### config.mk
export PLATFORM = sky130hd
export DESIGN_NAME = rrip_ctrl
export DESIGN_NICKNAME = d
export VERILOG_FILES = /design/src/hdl/rrip_pkg.sv /design/src/hdl/rrip_ctrl.sv
export SDC_FILE = /design/constraint.sdc
export NUM_CORES = 1
export LEC_CHECK = 0
export BUFFER_PORTS_ARGS = -buffer_cell sky130_fd_sc_hd__buf_2
export CAP_MARGIN = 30
export CORE_AREA = 2 2 39 41
export DETAILED_ROUTE_END_ITERATION = 6
export DIE_AREA = 0 0 41 43
export GPL_TIMING_DRIVEN = 0
export HOLD_SLACK_MARGIN = 0.05
export SLEW_MARGIN = 20
export SYNTH_ARGS = -nofsm -noshare
export SYNTH_HDL_FRONTEND = slang
export SYNTH_SLANG_ARGS = --single-unit
### constraint.sdc
create_clock -name clk_i -period 1.14 [get_ports clk_i]
set_clock_uncertainty 0.1 [all_clocks]
set_input_delay 0.342 -clock clk_i [delete_from_list [all_inputs] [get_ports clk_i]]
set_output_delay 0.342 -clock clk_i [all_outputs]
set_load 0.01 [all_outputs]
### src/hdl/rrip_pkg.sv
// ----------------------------------------------------------------------------
// rrip_pkg
// Shared types and constants for the RRIP replacement core with reuse
// predictor: defaults, RRPV and predictor codes, controller state and the
// command/status bundles between controller and datapath.
// ----------------------------------------------------------------------------
package rrip_pkg;

  // default geometry
  localparam int unsigned NUM_SETS_DEF = 2048;
  localparam int unsigned NUM_WAYS_DEF = 16;
  localparam int unsigned SIG_BITS_DEF = 15;

  // fixed field widths
  localparam int unsigned EPOCH_W  = 21;
  localparam int unsigned SET_IN_W = 11;
  localparam int unsigned WAY_IN_W = 4;
  localparam int unsigned PC_IN_W  = 15;

  localparam logic [EPOCH_W-1:0] EPOCH_RESET = 21'd32768;

  // RRPV and predictor codes
  localparam logic [1:0] RRPV_NEAR    = 2'd0;
  localparam logic [1:0] RRPV_LONG    = 2'd2;
  localparam logic [1:0] RRPV_DISTANT = 2'd3;
  localparam logic [1:0] PRED_TOP     = 2'd3;
  localparam logic [1:0] PRED_BOTTOM  = 2'd0;
  localparam logic [1:0] PRED_START   = 2'd2;
  localparam logic [1:0] THR_RESET    = 2'd2;

  // item kinds
  localparam logic KIND_VICTIM = 1'b0;
  localparam logic KIND_UPDATE = 1'b1;

  typedef enum logic [2:0] {
    S_CLEAR,
    S_IDLE,
    S_ROW,
    S_PRED,
    S_DONE
  } state_e;

  // controller to datapath
  typedef struct packed {
    logic clear;
    logic accept;
    logic row_step;
    logic pred_step;
    logic load_out;
  } cmd_t;

  // datapath to controller
  typedef struct packed {
    logic clear_last;
    logic is_victim;
    logic out_free;
  } sts_t;

endpackage

### src/hdl/rrip_ctrl.sv
// ----------------------------------------------------------------------------
// rrip_ctrl
// Sequencer: clearing sweep after reset, then per item a set-row step, an
// optional predictor write step for victims, and the result hand-off.
// ----------------------------------------------------------------------------
module rrip_ctrl (
  input  logic          clk_i,
  input  logic          rst_ni,
  input  logic          in_valid_i,
  output logic          in_stall_o,
  input  rrip_pkg::sts_t sts_i,
  output rrip_pkg::cmd_t cmd_o
);
  import rrip_pkg::*;

  state_e state_q, state_d;

  always_ff @(posedge clk_i or negedge rst_ni) begin
    if (!rst_ni) begin
      state_q <= S_CLEAR;
    end else begin
      state_q <= state_d;
    end
  end

  // next state
  always_comb begin
    state_d = state_q;
    unique case (state_q)
      S_CLEAR: if (sts_i.clear_last) state_d = S_IDLE;
      S_IDLE:  if (in_valid_i) state_d = S_ROW;
      S_ROW:   state_d = sts_i.is_victim ? S_PRED : S_DONE;
      S_PRED:  state_d = S_DONE;
      S_DONE:  if (sts_i.out_free) state_d = S_IDLE;
      default: state_d = S_CLEAR;
    endcase
  end

  // outputs
  always_comb begin
    cmd_o           = '0;
    in_stall_o      = 1'b1;
    unique case (state_q)
      S_CLEAR: cmd_o.clear = 1'b1;
      S_IDLE: begin
        in_stall_o   = 1'b0;
        cmd_o.accept = in_valid_i;
      end
      S_ROW:   cmd_o.row_step  = 1'b1;
      S_PRED:  cmd_o.pred_step = 1'b1;
      S_DONE:  cmd_o.load_out  = sts_i.out_free;
      default: cmd_o = '0;
    endcase
  end

endmodule

==> impl_metrics.env <==
export IMPL_avgSynthCellArea_um2=9.05
export IMPL_fin_crit_sh_pct=145
export IMPL_drive_gt1_share_pct=72.3
export IMPL_cts_tree="yes"
export IMPL_cts_root_buf="clkbuf_4"
export IMPL_maxCapViolations=0
export IMPL_synthMostInstantiatedCell="nor2_1"
export IMPL_die_area_um2=1760
export IMPL_initial_utilization_pct=17.0
export IMPL_drtIter0Drc=1
export IMPL_critical_path_startpoint="state_q[0]"
export IMPL_port_buffers=11
export IMPL_max_freq_mhz=603
export IMPL_htreeDepth=1
export IMPL_r2r_setup_slack_ns=-0.13
export IMPL_end_kind="output port"
export IMPL_grt_ovfl_total=0
export IMPL_yosys_top_cells_area="dfrtp_1, nor4bb_4, buf_6"
export IMPL_vias=263
export IMPL_cp_max_fo=4
export IMPL_hold_violations=0
export IMPL_syn_nets=32
export IMPL_grt_pass1_vias=257
export IMPL_synth_cells=26
export IMPL_violations="setup timing"
export IMPL_place_gp_congestion=0.715
export IMPL_largest_reg_flops=3
export IMPL_worstPathRequired_ns=0.70
export IMPL_tightest_slew_ns=0.210
export IMPL_slowest_stage="dfrtp_2"
export IMPL_yosys_area_top_type="dfrtp_1"
export IMPL_antenna_found_initial=0
export IMPL_cts_clk_slew_worst_paths_ns=0.04
export IMPL_grt_start_max_net_pins=11
export IMPL_regMostFlops="state_q"
export IMPL_slew_viol_final=0
export IMPL_drc=0
export IMPL_top_regs="state_q: 3 flops"
export IMPL_dp_cells=53
export IMPL_ys_warnings_count=0
export IMPL_r2r_cells=5
export IMPL_synth_ff_type="dfrtp_1"
export IMPL_cts_num_sinks=3
export IMPL_fp_row_count=14
export IMPL_whs_ns=0.214
export IMPL_synth_area_um2=235
export IMPL_r2r_start="state_q[2]"
export IMPL_die_width_um=41
export IMPL_synthArstFlopShare_pct=100
export IMPL_period_minus_slack_ns=1.66
export IMPL_grt_pass1_wl_mm=1.03
export IMPL_synth_cell_type_count=17
export IMPL_min_path_type="primary input to register"
export IMPL_synth_top_cells_by_count="nor2_1, dfrtp_1, nand2_1"
export IMPL_fin_area_um2=435
export IMPL_nets=54
export IMPL_ys_seq_area_share_pct=31.9
export IMPL_core_area_um2=1380
export IMPL_clk_latency_ns=0.23
export IMPL_path_cells="inv_2 -> or3_4 -> buf_6"
export IMPL_dp_hpwl_um=363
export IMPL_drtAntennaViolNets=0
export IMPL_wl_per_cell_um=9.73
export IMPL_synth_seq_cells=3
export IMPL_placed_cell_area_um2=320
export IMPL_holdPathStages=2
export IMPL_start_kind="register"
export IMPL_wirelength_um=613
export IMPL_path_class="register to output port"
export IMPL_track_usage_pct=9.26
export IMPL_arrival_ns=1.22
export IMPL_slew_headroom_pct=86.0
export IMPL_setup_ws_ns=-0.517
export IMPL_die_h_um=43
export IMPL_finalSetupViolations=8
export IMPL_rsz0062_at_grt="yes"
export IMPL_antennaDiodeCount=0
export IMPL_synth_top_area_share_pct=31.9
export IMPL_p_per_area_nw_per_um2=3000
export IMPL_r2r_end="state_q[0]"
export IMPL_io_pins=12
export IMPL_area_growth_pct=85.1
export IMPL_clockBufferDepth=2
export IMPL_fin_cells=63
export IMPL_cpPeakStageDelay_ns=0.43
export IMPL_peakVddDrop_v=0.000796
export IMPL_via_per_inst=4.17
export IMPL_hold_end="state_q[2]"
export IMPL_drtPass1Iterations=3
export IMPL_outcome="complete, but fails checks"
export IMPL_numCtsBuffers=3
export IMPL_hold_start="sts_i[0]"
export IMPL_synth_edf_count=0
export IMPL_leakage_nw=0.204
[through the flow]
| step | utilization (%) | power (W) | setup TNS (ns) | setup WS, ns |
|---|---|---|---|---|
| global placement | 23.1 | 0.000824 | -1.14 | -0.292 |
| global route | 31.5 | 0.00141 | -3.39 | -0.557 |
| floorplan | - | 0.000675 | -0.671 | -0.162 |
| CTS | 29.6 | 0.00122 | -2.73 | -0.526 |
| detailed placement | 23.1 | 0.000830 | -1.21 | -0.300 |
| finish | 31.5 | 0.00130 | -2.89 | -0.517 |
[how the worst max path moves through the flow]
stage | depth (start not counted) | end | slack [ns]
final | 3 | in_stall_o | -0.52
after global placement | 4 | in_stall_o | -0.29
after global routing | 3 | cmd_o[0] | -0.56
after CTS | 4 | in_stall_o | -0.53
after floorplan | 3 | in_stall_o | -0.16
after detailed placement | 3 | in_stall_o | -0.30
[layer usage]
| metal | GRT usage, % | up-vias | share of wire [%] |
|---|---|---|---|
| li1 | - | 130 | - |
| met1 | 10.4 | 125 | 41 |
| met2 | 12.2 | 6 | 52 |
| met3 | 3.14 | 2 | 3.4 |
| met4 | 10.0 | 0 | 3.1 |
| met5 | 0 | - | 0 |
[power by group]
part,internal [W],switching [W],leakage (nW),total [W]
Clock,0.000131,0.0000569,0.0150,0.000188
Combinational,0.000513,0.000364,0.152,0.000877
Sequential,0.000168,0.0000713,0.0362,0.000239
[what timing repair did]
item                                    4_1_cts  5_1_grt
setup buffers                                 4        3
hold buffers                                  1        0
hold endpoints to repair                      3        0
cloned                                        0        0
pin swaps                                     2        1
resized for setup                             6        6
endpoints found under the setup margin        7        9
[cells in the final DEF, fill, tap and decap left out]
cell type,Yosys,layout
nor2_2,0,1
or2_1,0,1
and2b_2,1,1
clkbuf_1,0,1
a21oi_2,0,1
o22ai_1,1,1
dfrtp_2,0,2
nor4bb_4,1,1
dfrtp_1,3,1
dlygate4sd3_1,0,1
buf_2,0,10
buf_4,1,4
o31ai_1,1,1
clkbuf_4,0,3
or3_4,0,1
nor4b_2,0,1
mux2i_1,1,1
buf_6,2,5
inv_2,0,1
nor3_2,0,2
nand2_1,3,3
nor2_1,4,3
nand2b_4,0,1
[worst max-delay path, delay by kind of cell (launching register included)]
family / cells / cell delay [ns]
buf+inv: 2 / 0.18
flops: 1 / 0.43
simple gates: 1 / 0.38
[final cells by class]
cell class / instances / area [µm²]
buffer: 1 / 11.3
clock buffer: 4 / 26.3
fill: 147 / 948
inverter: 1 / 3.75
multi-input combinational: 19 / 161
sequential: 3 / 77.6
tap: 16 / 20.0
timing repair buffer: 19 / 135
[kinds of logic after synthesis]
group           after synthesis  share of synthesized area (%)
compound gates                3                           7.98
buf+inv                       4                           14.4
flops                         3                           31.9
mux                           1                           4.26
simple gates                 15                           41.5
Note: power is estimated with default switching activity, not from simulation.
